==> config.mk <==
export PLATFORM = sky130hd
export DESIGN_NAME = unique_priority_queue
export DESIGN_NICKNAME = d
export VERILOG_FILES = /design/src/rtl/upq_pkg.sv /design/src/rtl/upq_ctrl.sv /design/src/rtl/upq_dp.sv /design/src/rtl/unique_priority_queue.sv
export SDC_FILE = /design/constraint.sdc
export NUM_CORES = 1
export LEC_CHECK = 0
export BUFFER_PORTS_ARGS = -buffer_cell sky130_fd_sc_hd__buf_2
export CAP_MARGIN = 20
export CORE_UTILIZATION = 45
export CTS_CLUSTER_SIZE = 30
export DETAILED_ROUTE_END_ITERATION = 8
export PLACE_DENSITY = 0.58
export REMOVE_ABC_BUFFERS = 1
export SLEW_MARGIN = 10
export SYNTH_ARGS = -nofsm -noshare
export SYNTH_HDL_FRONTEND = slang
export SYNTH_SLANG_ARGS = --single-unit
==> constraint.sdc <==
create_clock -name clk_i -period 8.6 [get_ports clk_i]
set_input_delay 1.29 -clock clk_i [delete_from_list [all_inputs] [get_ports clk_i]]
set_output_delay 1.29 -clock clk_i [all_outputs]
set_load 0.05 [all_outputs]
==> src/rtl/upq_pkg.sv <==
// shared types and constants of the unique priority queue
`default_nettype none

package upq_pkg;

  localparam int unsigned CAPACITY = 16;
  localparam int unsigned ADDR_W   = $clog2(CAPACITY);
  localparam int unsigned CNT_W    = $clog2(CAPACITY + 1);
  localparam int unsigned PRI_W    = 16;
  localparam int unsigned TAG_W    = 32;
  localparam int unsigned STAT_W   = 3;

  localparam logic MODE_ENQ = 1'b0;
  localparam logic MODE_DEQ = 1'b1;

  localparam logic [STAT_W-1:0] ST_ENQUEUED  = 3'd0;
  localparam logic [STAT_W-1:0] ST_DUPLICATE = 3'd1;
  localparam logic [STAT_W-1:0] ST_FULL      = 3'd2;
  localparam logic [STAT_W-1:0] ST_DEQUEUED  = 3'd3;
  localparam logic [STAT_W-1:0] ST_EMPTY     = 3'd4;

  typedef struct packed {
    logic [TAG_W-1:0] tag;
    logic [PRI_W-1:0] pri;
  } entry_t;

  // commands from the controller to the datapath
  typedef struct packed {
    logic              load_req;
    logic              idx_from_count;
    logic              idx_dec;
    logic              pos_from_idx;
    logic              rd_en;
    logic              wr_shift;
    logic              wr_new;
    logic              cnt_inc;
    logic              cnt_dec;
    logic              set_status;
    logic [STAT_W-1:0] status;
    logic              res_load;
  } cmd_t;

  // status from the datapath to the controller
  typedef struct packed {
    logic is_deq;
    logic cnt_zero;
    logic cnt_full;
    logic idx_zero;
    logic idx_eq_pos;
    logic cmp_eq;
    logic cmp_gt;
    logic out_free;
  } stat_t;

endpackage

`default_nettype wire

==> src/rtl/upq_ctrl.sv <==
// sequencer of the unique priority queue
`default_nettype none

module upq_ctrl (
  input  wire logic          clk_i,
  input  wire logic          rst_ni,
  input  wire logic          req_valid_i,
  output logic               req_ready_o,
  input  wire upq_pkg::stat_t stat_i,
  output upq_pkg::cmd_t      cmd_o
);
  import upq_pkg::*;

  localparam logic [2:0] S_IDLE     = 3'd0;
  localparam logic [2:0] S_DISPATCH = 3'd1;
  localparam logic [2:0] S_SCAN_RD  = 3'd2;
  localparam logic [2:0] S_SCAN_CMP = 3'd3;
  localparam logic [2:0] S_INS_CHK  = 3'd4;
  localparam logic [2:0] S_SH_RD    = 3'd5;
  localparam logic [2:0] S_SH_WR    = 3'd6;
  localparam logic [2:0] S_RESP     = 3'd7;

  logic [2:0] state_q, state_d;

  assign req_ready_o = (state_q == S_IDLE);

  always_comb begin
    state_d = state_q;
    cmd_o   = '0;
    unique case (state_q)
      S_IDLE: begin
        if (req_valid_i) begin
          cmd_o.load_req       = 1'b1;
          cmd_o.idx_from_count = 1'b1;
          state_d              = S_DISPATCH;
        end
      end
      S_DISPATCH: begin
        if (stat_i.is_deq) begin
          cmd_o.set_status = 1'b1;
          if (stat_i.cnt_zero) begin
            cmd_o.status = ST_EMPTY;
          end else begin
            // top entry sits at count-1
            cmd_o.status  = ST_DEQUEUED;
            cmd_o.rd_en   = 1'b1;
            cmd_o.cnt_dec = 1'b1;
          end
          state_d = S_RESP;
        end else begin
          state_d = S_SCAN_RD;
        end
      end
      S_SCAN_RD: begin
        if (stat_i.idx_zero) begin
          state_d = S_INS_CHK;
        end else begin
          cmd_o.rd_en = 1'b1;
          state_d     = S_SCAN_CMP;
        end
      end
      S_SCAN_CMP: begin
        if (stat_i.cmp_eq) begin
          cmd_o.set_status = 1'b1;
          cmd_o.status     = ST_DUPLICATE;
          state_d          = S_RESP;
        end else if (stat_i.cmp_gt) begin
          cmd_o.idx_dec = 1'b1;
          state_d       = S_SCAN_RD;
        end else begin
          state_d = S_INS_CHK;
        end
      end
      S_INS_CHK: begin
        if (stat_i.cnt_full) begin
          cmd_o.set_status = 1'b1;
          cmd_o.status     = ST_FULL;
          state_d          = S_RESP;
        end else begin
          cmd_o.pos_from_idx   = 1'b1;
          cmd_o.idx_from_count = 1'b1;
          state_d              = S_SH_RD;
        end
      end
      S_SH_RD: begin
        if (stat_i.idx_eq_pos) begin
          cmd_o.wr_new     = 1'b1;
          cmd_o.cnt_inc    = 1'b1;
          cmd_o.set_status = 1'b1;
          cmd_o.status     = ST_ENQUEUED;
          state_d          = S_RESP;
        end else begin
          cmd_o.rd_en = 1'b1;
          state_d     = S_SH_WR;
        end
      end
      S_SH_WR: begin
        cmd_o.wr_shift = 1'b1;
        cmd_o.idx_dec  = 1'b1;
        state_d        = S_SH_RD;
      end
      S_RESP: begin
        if (stat_i.out_free) begin
          cmd_o.res_load = 1'b1;
          state_d        = S_IDLE;
        end
      end
      default: begin
        state_d = S_IDLE;
      end
    endcase
  end

  always_ff @(posedge clk_i or negedge rst_ni) begin
    if (!rst_ni) begin
      state_q <= S_IDLE;
    end else begin
      state_q <= state_d;
    end
  end

endmodule

`default_nettype wire

==> src/rtl/upq_dp.sv <==
// entry memory, index registers and result register of the queue
`default_nettype none

module upq_dp (
  input  wire logic                       clk_i,
  input  wire logic                       rst_ni,
  input  wire logic                       req_mode_i,
  input  wire logic [upq_pkg::PRI_W-1:0]  req_pri_i,
  input  wire logic [upq_pkg::TAG_W-1:0]  req_tag_i,
  input  wire upq_pkg::cmd_t              cmd_i,
  output upq_pkg::stat_t                  stat_o,
  output logic                            res_valid_o,
  input  wire logic                       res_ready_i,
  output logic [upq_pkg::STAT_W-1:0]      res_status_o,
  output logic [upq_pkg::PRI_W-1:0]       res_pri_o,
  output logic [upq_pkg::TAG_W-1:0]       res_tag_o
);
  import upq_pkg::*;

  entry_t mem [CAPACITY];
  entry_t rdata_q;

  logic              mode_q;
  logic [PRI_W-1:0]  pri_q;
  logic [TAG_W-1:0]  tag_q;
  logic [CNT_W-1:0]  cnt_q;
  logic [CNT_W-1:0]  idx_q;
  logic [CNT_W-1:0]  pos_q;
  logic [CNT_W-1:0]  idx_m1;
  logic [STAT_W-1:0] status_q;
  logic              res_valid_q;
  logic [STAT_W-1:0] res_status_q;
  logic [PRI_W-1:0]  res_pri_q;
  logic [TAG_W-1:0]  res_tag_q;

  assign idx_m1 = idx_q - CNT_W'(1);

  always_ff @(posedge clk_i) begin
    if (cmd_i.load_req) begin
      mode_q <= req_mode_i;
      pri_q  <= req_pri_i;
      tag_q  <= req_tag_i;
    end
    if (cmd_i.idx_from_count) begin
      idx_q <= cnt_q;
    end else if (cmd_i.idx_dec) begin
      idx_q <= idx_m1;
    end
    if (cmd_i.pos_from_idx) begin
      pos_q <= idx_q;
    end
    if (cmd_i.set_status) begin
      status_q <= cmd_i.status;
    end
  end

  // single read port, registered read data
  always_ff @(posedge clk_i) begin
    if (cmd_i.rd_en) begin
      rdata_q <= mem[idx_m1[ADDR_W-1:0]];
    end
    if (cmd_i.wr_shift) begin
      mem[idx_q[ADDR_W-1:0]] <= rdata_q;
    end else if (cmd_i.wr_new) begin
      mem[idx_q[ADDR_W-1:0]] <= '{tag: tag_q, pri: pri_q};
    end
  end

  always_ff @(posedge clk_i or negedge rst_ni) begin
    if (!rst_ni) begin
      cnt_q <= '0;
    end else if (cmd_i.cnt_inc) begin
      cnt_q <= cnt_q + CNT_W'(1);
    end else if (cmd_i.cnt_dec) begin
      cnt_q <= cnt_q - CNT_W'(1);
    end
  end

  // result register
  always_ff @(posedge clk_i or negedge rst_ni) begin
    if (!rst_ni) begin
      res_valid_q <= 1'b0;
    end else if (cmd_i.res_load) begin
      res_valid_q <= 1'b1;
    end else if (res_ready_i) begin
      res_valid_q <= 1'b0;
    end
  end

  always_ff @(posedge clk_i) begin
    if (cmd_i.res_load) begin
      res_status_q <= status_q;
      if (status_q == ST_DEQUEUED) begin
        res_pri_q <= rdata_q.pri;
        res_tag_q <= rdata_q.tag;
      end else begin
        res_pri_q <= '0;
        res_tag_q <= '0;
      end
    end
  end

  assign res_valid_o  = res_valid_q;
  assign res_status_o = res_status_q;
  assign res_pri_o    = res_pri_q;
  assign res_tag_o    = res_tag_q;

  always_comb begin
    stat_o.is_deq     = (mode_q == MODE_DEQ);
    stat_o.cnt_zero   = (cnt_q == '0);
    stat_o.cnt_full   = (cnt_q == CNT_W'(CAPACITY));
    stat_o.idx_zero   = (idx_q == '0);
    stat_o.idx_eq_pos = (idx_q == pos_q);
    stat_o.cmp_eq     = (rdata_q.pri == pri_q);
    stat_o.cmp_gt     = (rdata_q.pri > pri_q);
    stat_o.out_free   = !res_valid_q || res_ready_i;
  end

endmodule

`default_nettype wire

==> src/rtl/unique_priority_queue.sv <==
// top level of the sorted priority queue with distinct priorities
//
//   channel  dir  payload                                    done when
//   s_axis   in   tuser: mode, tdata: new_priority, new_tag  tvalid && tready
//   m_axis   out  tuser: status, tdata: out_priority, out_tag tvalid && tready
//
// one request at a time; every request gives one result
// a dequeue goes through dispatch to the result state; an enqueue scans down from
// the top, then shifts entries up and writes the new one; with m the number of
// held entries above the new priority, each is read once in the scan and once in
// the shift, one access a cycle through the single memory port
// a pending result waits in the output register; s_axis_tready rises again
// once it is loaded, so the next request is taken while the result is stalled
// reset empties the queue (entry count only, the memory is not cleared)
`default_nettype none

module unique_priority_queue (
  input  wire logic        clk_i,
  input  wire logic        rst_ni,
  // request side
  input  wire logic        s_axis_tvalid,
  output logic             s_axis_tready,
  input  wire logic [47:0] s_axis_tdata,  // [15:0] new_priority, [47:16] new_tag
  input  wire logic [0:0]  s_axis_tuser,  // [0] mode
  // result side
  output logic             m_axis_tvalid,
  input  wire logic        m_axis_tready,
  output logic [47:0]      m_axis_tdata,  // [15:0] out_priority, [47:16] out_tag
  output logic [2:0]       m_axis_tuser   // [2:0] status
);
  import upq_pkg::*;

  cmd_t  cmd;
  stat_t stat;
  logic  req_ready;

  logic [PRI_W-1:0] res_pri;
  logic [TAG_W-1:0] res_tag;

  assign s_axis_tready = req_ready;

  // sequencer: scan, shift and result hand-off
  upq_ctrl u_ctrl (
    .clk_i       (clk_i),
    .rst_ni      (rst_ni),
    .req_valid_i (s_axis_tvalid),
    .req_ready_o (req_ready),
    .stat_i      (stat),
    .cmd_o       (cmd)
  );

  // entry memory, count and result register
  upq_dp u_dp (
    .clk_i        (clk_i),
    .rst_ni       (rst_ni),
    .req_mode_i   (s_axis_tuser[0]),
    .req_pri_i    (s_axis_tdata[15:0]),
    .req_tag_i    (s_axis_tdata[47:16]),
    .cmd_i        (cmd),
    .stat_o       (stat),
    .res_valid_o  (m_axis_tvalid),
    .res_ready_i  (m_axis_tready),
    .res_status_o (m_axis_tuser),
    .res_pri_o    (res_pri),
    .res_tag_o    (res_tag)
  );

  // pack the result payload, priority in the low bits
  assign m_axis_tdata = {res_tag, res_pri};

endmodule

`default_nettype wire

==> results of run 1 <==
## routing by layer
metal	routed length, um	share of wire	vias up
li1	-	-	6771
met1	33000	0.42	8722
met2	39200	0.50	465
met3	4070	0.052	103
met4	1450	0.019	0
met5	0	0	-
## worst max-delay path, delay by kind of cell (launching register included)
family,cells,cell delay [ps]
simple gates,3,1540
buf+inv,2,1330
compound gates,1,430
flops,1,320
xor+xnor,1,160
## power by group through the flow
stage / clock network, mW / logic, mW / registers, mW
after floorplan: 0 / 3.90 / 6.85
after global placement: 0 / 4.72 / 6.57
after detailed placement: 0 / 4.82 / 6.57
after CTS: 4.05 / 4.82 / 6.48
after global routing: 4.22 / 5.08 / 6.52
final: 3.97 / 4.70 / 6.48
## cell usage after synthesis (8+ instances only)
cell / count / area share
and2_1: 58 / 0.010
clkbuf_1: 32 / 0.0033
nand2_1: 13 / 0.0014
ha_1: 24 / 0.0083
a21oi_1: 17 / 0.0024
dfrtp_1: 9 / 0.0062
nor2_1: 9 / 0.00094
edfxtp_1: 929 / 0.77
xor2_1: 8 / 0.0019
mux4_2: 240 / 0.15
buf_6: 19 / 0.0059
inv_1: 23 / 0.0024
mux2_2: 49 / 0.015
buf_2: 12 / 0.0017
## path summary, 6_finish.rpt
check / from / endpoint / slack, ps / depth (start not counted)
setup / recovery: u_dp.idx_q[0]$_DFFE_PP_ / u_dp.mem[9][6]$_DFFE_PP_ / 4390 / 7
hold / removal: u_dp.status_q[1]$_DFFE_PP_ / u_dp.res_status_o[1]$_DFFE_PP_ / 450 / 0
setup reg to reg: u_dp.idx_q[0]$_DFFE_PP_ / u_dp.mem[9][6]$_DFFE_PP_ / 4390 / 7
hold reg to reg: u_dp.status_q[1]$_DFFE_PP_ / u_dp.res_status_o[1]$_DFFE_PP_ / 450 / 0
max in group asynchronous: rst_ni / u_ctrl.state_q[1]$_DFFE_PN0P_ / 7910 / 1
min in group asynchronous: rst_ni / u_ctrl.state_q[2]$_DFFE_PN0P_ / 500 / 1
## sequential cells by signal, summed over array words and instances (netlist names), 3 cells and up
name	flops
u_dp.cnt_q	5
u_dp.res_pri_o	16
u_dp.rdata_q	48
u_dp.status_q	3
u_dp.pos_q	5
u_dp.idx_q	5
u_dp.tag_q	32
u_dp.res_tag_o	32
u_ctrl.state_q	3
u_dp.pri_q	16
u_dp.res_status_o	3
u_dp.mem	768
## per-stage QoR
step                hold WS (ps)  worst slack, ps  power (mW)  area, sq um
floorplan                    426            -4990        10.7        35600
global placement             440             4340        11.3        37900
detailed placement           437             4310        11.4        37900
CTS                          447             4330        15.4        40800
global route                 449             4130        15.8        40800
finish                       450             4390        15.2        40800
## final cells by class
cell class                      instances  area share
Sequential cell                       938       0.689
Multi-Input combinational cell        493       0.185
Clock buffer                          126      0.0637
Tap cell                             1050      0.0322
Timing Repair Buffer                  137      0.0191
Clock inverter                         46     0.00928
Inverter                               24     0.00224
## cell families (layout without fill, tap and decap cells)
| kind of cell | after synthesis | count (layout) | share of synthesized area |
|---|---|---|---|
| AOI/OAI and AO/OA | 36 | 36 | 0.00649 |
| xor gates and xnor gates | 12 | 12 | 0.00291 |
| adders and majority gates | 25 | 25 | 0.00888 |
| buffers and inverters | 92 | 333 | 0.0144 |
| DFF | 938 | 938 | 0.780 |
| muxes | 296 | 296 | 0.167 |
| and+or+nand+nor | 124 | 124 | 0.0203 |
==> reports/results.tsv, run 1 <==
metric	value	unit
maxSlewViolCount	0	
power_leakage	13.1	nW
status	finished clean	
hold_viol_final	0	
post_cts_buffers	0	
die_area	81300	sq um
first_pass_iters	5	
synth_ff_type	edfxtp_1	
crit_required	8850	ps
skew	22.0	ps
ys_seq_elements	938	
cts.repair.resized	0	
final_cell_mix	edfxtp_1, mux4_2, buf_2	
crit_top_cell	buf_4	
drv_cap	0	
gr-total-overflow	0	
cts-root-buf	clkbuf_16	
swShare	0.300	
fin_crit	4210	ps
fmax	238	MHz
p_seq_frac	0.427	
cts_tree	done	
critPathLaunchType	flop	
fin_crit_sh	0.490	
grt_use_met1	0.271	
diodes	0	
cts.path.max_buffers	3	
avgSynthCellArea	23.7	sq um
yosysSeqAreaShare	0.780	
initial_core_util	0.456	
drt-total-wl	77700	um
synth_cells	1523	
cp-end-kind	flop	
switchingPower	4.55	mW
ys_warn_count	0	
final.setup.tns	0	ps
async_reset_ff_frac	0.00959	
antenna_left	0	
crit_type	reg -> reg	
gp_congestion	0.723	
worst-path-max-fanout	40	
dpl.hpwl	36600	um
top_usage_layer	met2	
die_x	285	um
ios	106	
intPower	10.6	mW
clkLatencyLatePin	640	ps
layout-drive-gt1-share	0.330	
antenna_found_initial	2	
wl_per_cell	27.6	um
setup_viol	0	
critPathArrivalTime	4460	ps
drc	0	
drt_first_iter_violations	1306	
htree_num_levels	3	
worstMarginPinSlew	1110	ps
max_stage_delay	720	ps
vias	16100	
yosysUniqueCellTypes	50	
p_per_area	371	nW/um^2
layout.cells.non_filler	2814	
grt_first_pass_wirelength	115000	um
multi_input_area	7550	sq um
crit_chain	buf_4, xor2_1, nor2_1, a31oi_2, nor3b_1, and2_2, buf_4	
rsz0062_at_grt	no	
nNetsFinal	1770	
cts_hold_buf	0	
die_h	285	um
critPathSlowestCell	and2_2	
coreArea	79100	sq um
gr-usage-met3	0.0288	
row_count	103	
hp-class	reg -> reg	
clk_pin_slew_worst_paths	60	ps
grt_max_degree	135	
cts_buffers	98	
comb_power_share	0.310	
cts.sinks	938	
synth_edf_count	929	
relSlewSlack	0.259	
ir_drop	534	uV
syn-cell-area	36100	sq um
grt_pass1_vias	17000	
dpl.cell_count	2642	
viasPerCell	5.71	
use_met2	0.326	
io_buffers	105	
seqCellArea	28100	sq um
grt_usage	0.196	
area_growth	13.2	%
power.share.clock	0.262	
layout_commonest_cell	edfxtp_1	
final_util	0.516	
nFillCells	6163	
Power figures use the tool's default switching activity.
==> inputs of run 2 (changes only) <==
--- a/config.mk
+++ b/config.mk
@@ -5,12 +5,13 @@
 export SDC_FILE = /design/constraint.sdc
 export NUM_CORES = 1
 export LEC_CHECK = 0
+export ABC_AREA = 1
 export BUFFER_PORTS_ARGS = -buffer_cell sky130_fd_sc_hd__buf_2
 export CAP_MARGIN = 20
 export CORE_UTILIZATION = 45
 export CTS_CLUSTER_SIZE = 30
 export DETAILED_ROUTE_END_ITERATION = 8
-export PLACE_DENSITY = 0.58
+export PLACE_DENSITY = 0.6
 export REMOVE_ABC_BUFFERS = 1
 export SLEW_MARGIN = 10
 export SYNTH_ARGS = -nofsm -noshare
==> constraint.sdc (replaced) <==
create_clock -name clk_i -period 3.4 [get_ports clk_i]
set_input_delay 0.51 -clock clk_i [delete_from_list [all_inputs] [get_ports clk_i]]
set_output_delay 0.51 -clock clk_i [all_outputs]
set_load 0.05 [all_outputs]
==> reports/results.tsv, run 2 <==
metric	value	unit	change
wl_per_cell	22.2	um	-20%
yosysSeqAreaShare	0.758		-0.0222
io_buffers	105		unchanged
cts-root-buf	clkbuf_16		
worstMarginPinSlew	1090	ps	-25.0 ps
relSlewSlack	0.276		+0.0167
syn-cell-area	37100	sq um	+2.9%
r2r_end	u_dp.mem[8][4]$_DFFE_PP_		
ir_drop	919	uV	+72%
layout_commonest_cell	edfxtp_1		
die_h	289	um	+1.4%
maxSlewViolCount	0		unchanged
rsz0062_at_grt	no		
clkLatencyLatePin	660	ps	+20 ps
min_path_cells	1		+1
area_growth	14.8	%	
cts_buffers	96		-2.0%
synth_cells	2784		+83%
largest_reg_flops	768		unchanged
vias	22600		+41%
setup_viol	0		unchanged
synth_largest_area_cell	edfxtp_1		
skew	20.4	ps	-1.63 ps
critPathArrivalTime	3250	ps	-1210 ps
seqCellArea	28100	sq um	unchanged
clk_pin_slew_worst_paths	60	ps	about the same
htree_num_levels	3		unchanged
power_leakage	14.3	nW	+9.6%
die_x	289	um	+1.4%
layout-drive-gt1-share	0.123		-0.208
fmax	339	MHz	+43%
row_count	104		+0.97%
cp-end-kind	flop		
hold_viol_final	0		unchanged
antenna_left	0		unchanged
ys_warn_count	0		unchanged
r2r_cells	7		unchanged
drt_first_iter_violations	2179		+67%
diodes	0		unchanged
avgSynthCellArea	13.3	sq um	-44%
die_area	83600	sq um	+2.9%
crit_type	reg -> reg		
cts.repair.resized	0		unchanged
grt_usage	0.216		+0.0200
synth_edf_count	929		unchanged
grt_pass1_vias	22200		+31%
synth_common_cells	edfxtp_1, nor2_1, o21ai_0		
initial_core_util	0.458		+0.00216
p_per_area	1000	nW/um^2	+170%
yosysUniqueCellTypes	35		-30%
async_reset_ff_frac	0.00959		unchanged
post_cts_buffers	0		unchanged
cts_tree	done		
coreArea	81100	sq um	+2.5%
ys_seq_elements	938		unchanged
cts.sinks	938		unchanged
pre_cts_ws	335	ps	-3970 ps
min_to	u_dp.tag_q[26]$_DFFE_PP_		
layout.cells.non_filler	4047		+44%
first_pass_iters	6		+1
final.setup.tns	0	ps	unchanged
critPathLaunchType	flop		
nFillCells	6687		+8.5%
gr-total-overflow	0		unchanged
grt_max_degree	177		+31%
final_cell_mix	edfxtp_1, nor2_1, o21ai_0		
worst_slack	447	ps	-3940 ps
fin_crit_sh	0.868		+0.379
multi_input_area	8040	sq um	+6.4%
cts_hold_buf	9		+9
viasPerCell	5.58		-2.2%
worst-path-max-fanout	22		-45%
status	finished clean		
synthTopCellsByArea	edfxtp_1, o21ai_0, nor2_1		
crit_required	3700	ps	-5150 ps
cts.path.max_buffers	3		unchanged
nNetsFinal	2992		+69%
grt_first_pass_wirelength	135000	um	+17%
dpl.cell_count	3862		+46%
power.total	42.8	mW	+180%
synth.most_common_cell	edfxtp_1		
rrSetupSlack	450	ps	-3940 ps
synth_top_area_share	0.752		-0.0221
hold_start	s_axis_tdata[42]		
hp-class	in -> reg		
drv_cap	0		unchanged
drt-total-wl	89700	um	+15%
antenna_found_initial	1		-1
drc	0		unchanged
dpl.hpwl	47000	um	+28%
gp_congestion	0.831		+15%
ios	106		unchanged
fin_crit	2950	ps	-1260 ps
r2r-start	u_dp.idx_q[2]$_DFFE_PP_		
synth_ff_type	edfxtp_1		
## run 2: cell count changes in the layout (fill, tap and decap cells not counted), sizes merged, moves of 50 or more
cell | previous run | this run
and2 | 58 | 0
buf | 137 | 194
inv | 25 | 97
mux2 | 50 | 0
mux4 | 240 | 0
nand2 | 13 | 115
nor2 | 10 | 614
o211ai | 1 | 97
o21ai | 3 | 586
## run 2: routing by layer
layer	GRT usage	vias up	wire (um)
met1	0.290	11300	37600
met5	0	-	0
met3	0.0310	147	5630
li1	-	10400	-
met4	0.0713	0	2340
met2	0.361	759	44200
## run 2: worst max-delay path by stage
| stage | startpoint | end | slack [ps] | cells after the start |
|---|---|---|---|---|
| 2_1_floorplan | u_dp.idx_q[0]$_DFFE_PP_ | u_dp.rdata_q[0]$_DFFE_PP_ | -15230 | 6 |
| 4_1_cts | u_dp.idx_q[2]$_DFFE_PP_ | u_dp.mem[3][21]$_DFFE_PP_ | 360 | 6 |
| 6_report | u_dp.idx_q[2]$_DFFE_PP_ | u_dp.mem[8][4]$_DFFE_PP_ | 450 | 7 |
| 3_3_place_gp | u_dp.idx_q[0]$_DFFE_PP_ | u_dp.mem[13][19]$_DFFE_PP_ | 530 | 9 |
| 3_5_place_dp | u_dp.idx_q[2]$_DFFE_PP_ | u_dp.mem[5][22]$_DFFE_PP_ | 340 | 6 |
| 5_1_grt | u_dp.idx_q[2]$_DFFE_PP_ | u_dp.mem[3][5]$_DFFE_PP_ | 200 | 7 |
## run 2: final cells by class
type                       instances  area share
clock buffer                     115      0.0596
clock inverter                    56      0.0135
inverter                          96     0.00872
multi-input combinational       1579       0.189
sequential                       938       0.660
tap                             1060      0.0311
timing repair buffer             203      0.0383
## run 2: logic make-up after synthesis
kind of cell	share of synthesized area
buffers and inverters	0.0308
XOR/XNOR	0.00300
adder cells (fa/ha/maj)	0.00863
multiplexers	0.0129
AO/OA/AOI/OAI	0.109
AND/OR/NAND/NOR	0.0778
flip-flops	0.758
## run 2: power breakdown
part	internal (mW)	switching, mW
clock	6.07	4.31
sequential	15.9	0.483
combinational	4.75	11.3
total	26.7	16.1
## run 2: through the flow
step,instance area (sq um),hold WS [ps],util
after floorplan,36300,214,-
after global placement,39400,376,0.485
after detailed placement,39400,380,0.486
after CTS,42600,0.416,0.525
after global routing,42600,7.76,0.526
final,42600,29.3,0.526
## run 2: critical path, cell delays in order, from the launching register on
cell,delay [ps]
edfxtp_1,540
xnor2_1,250
nand3_1,140
nor2_2,130
nand2_1,190
buf_4,280
buf_4,250
o21ai_1,810
==> inputs of run 3 (changes only) <==
--- a/config.mk
+++ b/config.mk
@@ -9,6 +9,7 @@
 export BUFFER_PORTS_ARGS = -buffer_cell sky130_fd_sc_hd__buf_2
 export CAP_MARGIN = 20
 export CORE_UTILIZATION = 45
+export CTS_BUF_LIST = sky130_fd_sc_hd__clkbuf_4
 export CTS_CLUSTER_SIZE = 30
 export DETAILED_ROUTE_END_ITERATION = 8
 export PLACE_DENSITY = 0.6
==> reports/results.tsv, run 3 (synthesis results as in run 2) <==
metric	value	unit	change
ios	106		unchanged
rsz0062_at_grt	no		
skew	67.1	ps	+46.7 ps
worst_slack	406	ps	-41.4 ps
intPower	25.4	mW	-4.8%
ir_drop	920	uV	+0.12%
drv_cap	0		unchanged
drc	0		unchanged
drt-total-wl	90700	um	+1.1%
final_cell_area	42900	sq um	+0.66%
worst-path-max-fanout	22		unchanged
nFillCells	6817		+1.9%
p_per_area	969	nW/um^2	-3.5%
cts.path.max_buffers	3		unchanged
grt_usage	0.219		+0.00379
die_area	83600	sq um	unchanged
grt_first_pass_wirelength	137000	um	+1.6%
rrSetupSlack	410	ps	-40 ps
cts_buffers	234		+140%
power_leakage	14.8	nW	+3.0%
pre_cts_ws	335	ps	unchanged
grt_max_degree	177		unchanged
post_cts_buffers	0		unchanged
min_path_cells	2		+1
layout.cells.non_filler	4331		+7.0%
crit_required	4090	ps	+390 ps
hold_viol_final	0		unchanged
cts-root-buf	clkbuf_4		
critPathArrivalTime	3680	ps	+430 ps
hp-class	in -> reg		
layout_commonest_cell	edfxtp_1		
grt_pass1_vias	23500		+5.7%
switchingPower	16.1	mW	+0.38%
final.setup.tns	0	ps	unchanged
p_seq_frac	0.394		+0.011
critPathLaunchType	flop		
r2r-start	u_dp.idx_q[2]$_DFFE_PP_		
worstMarginPinSlew	1080	ps	-9.80 ps
clkLatencyLatePin	1090	ps	+430 ps
cp-end-kind	flop		
wl_per_cell	20.9	um	-5.6%
cts_tree	done		
dpl.cell_count	3862		unchanged
fin_crit	2990	ps	+41.4 ps
largest_reg_flops	768		unchanged
multi_input_area	8040	sq um	unchanged
htree_num_levels	4		+1
nNetsFinal	3175		+6.1%
final_cell_mix	edfxtp_1, nor2_1, o21ai_0		
placed_cell_area	39400	sq um	unchanged
hold_start	s_axis_tdata[14]		
swShare	0.388		+0.0125
gp_congestion	0.831		unchanged
seqCellArea	28100	sq um	unchanged
final_util	0.529		+0.00349
drt_first_iter_violations	2081		-4.5%
crit_type	reg -> reg		
min_to	u_dp.pri_q[14]$_DFFE_PP_		
clk_pin_slew_worst_paths	70	ps	about the same
power.total	41.6	mW	-2.8%
relSlewSlack	0.282		+0.00653
first_pass_iters	5		-1
row_count	104		unchanged
r2r_end	u_dp.mem[8][4]$_DFFE_PP_		
comb_power_share	0.386		+0.011
maxSlewViolCount	0		unchanged
vias	23400		+3.6%
cts.sinks	938		unchanged
viasPerCell	5.40		-3.2%
setup_viol	0		unchanged
area_growth	15.5	%	
fin_crit_sh	0.881		+0.0122
io_buffers	105		unchanged
layout-drive-gt1-share	0.183		+0.0597
fmax	334	MHz	-1.4%
dpl.hpwl	47000	um	unchanged
gr-total-overflow	0		unchanged
antenna_found_initial	2		+1
power.share.clock	0.221		-0.022
status	finished clean		
coreArea	81100	sq um	unchanged
initial_core_util	0.458		unchanged
die_x	289	um	unchanged
r2r_cells	7		unchanged
die_h	289	um	unchanged
antenna_left	0		unchanged
hold_slack	136	ps	+107 ps
==> run 3: layout make-up <==
cell class              instances  share of cell area
well taps                    1060              0.0309
flip-flops and latches        938               0.656
clock inverters                67             0.00928
diodes                          6            0.000350
inverters                      96             0.00866
repair buffers                248              0.0486
clock buffers                 337              0.0590
multi-input cells            1579               0.187
==> run 3: power groups by stage <==
stage	clock network [mW]	logic, mW	registers (mW)
global route	10.0	17.9	16.4
finish	9.18	16.0	16.4
global placement	0	15.6	16.6
floorplan	0	6.72	17.0
CTS	9.47	16.1	16.4
detailed placement	0	16.0	16.6
==> run 3: worst max-delay path by stage <==
stage | from | to | slack [ps]
4_1_cts | u_dp.idx_q[2]$_DFFE_PP_ | u_dp.mem[1][22]$_DFFE_PP_ | 320
3_3_place_gp | u_dp.idx_q[0]$_DFFE_PP_ | u_dp.mem[13][19]$_DFFE_PP_ | 530
5_1_grt | u_dp.idx_q[2]$_DFFE_PP_ | u_dp.mem[1][4]$_DFFE_PP_ | 140
6_report | u_dp.idx_q[2]$_DFFE_PP_ | u_dp.mem[8][4]$_DFFE_PP_ | 410
3_5_place_dp | u_dp.idx_q[2]$_DFFE_PP_ | u_dp.mem[5][22]$_DFFE_PP_ | 340
2_1_floorplan | u_dp.idx_q[0]$_DFFE_PP_ | u_dp.rdata_q[0]$_DFFE_PP_ | -15230
==> run 3: repair_timing <==
item,in CTS,in global routing
endpoints found under the setup margin,0,0
gates resized for setup,0,0
hold buffers,55,0
hold endpoints to repair,62,0
==> run 3: per-layer routing <==
layer,part of all wire,track usage,vias to the layer above
li1,-,-,10900
met1,0.43,0.286,11500
met2,0.49,0.365,803
met3,0.060,0.0431,155
met4,0.022,0.0796,0
met5,0,0,-
==> run 3: worst max-delay path, stage by stage (launching register included) <==
cell	delay, ps
edfxtp_1	540
xnor2_1	250
nand3_1	140
nor2_2	130
nand2_1	200
buf_4	290
buf_4	250
o21ai_1	790
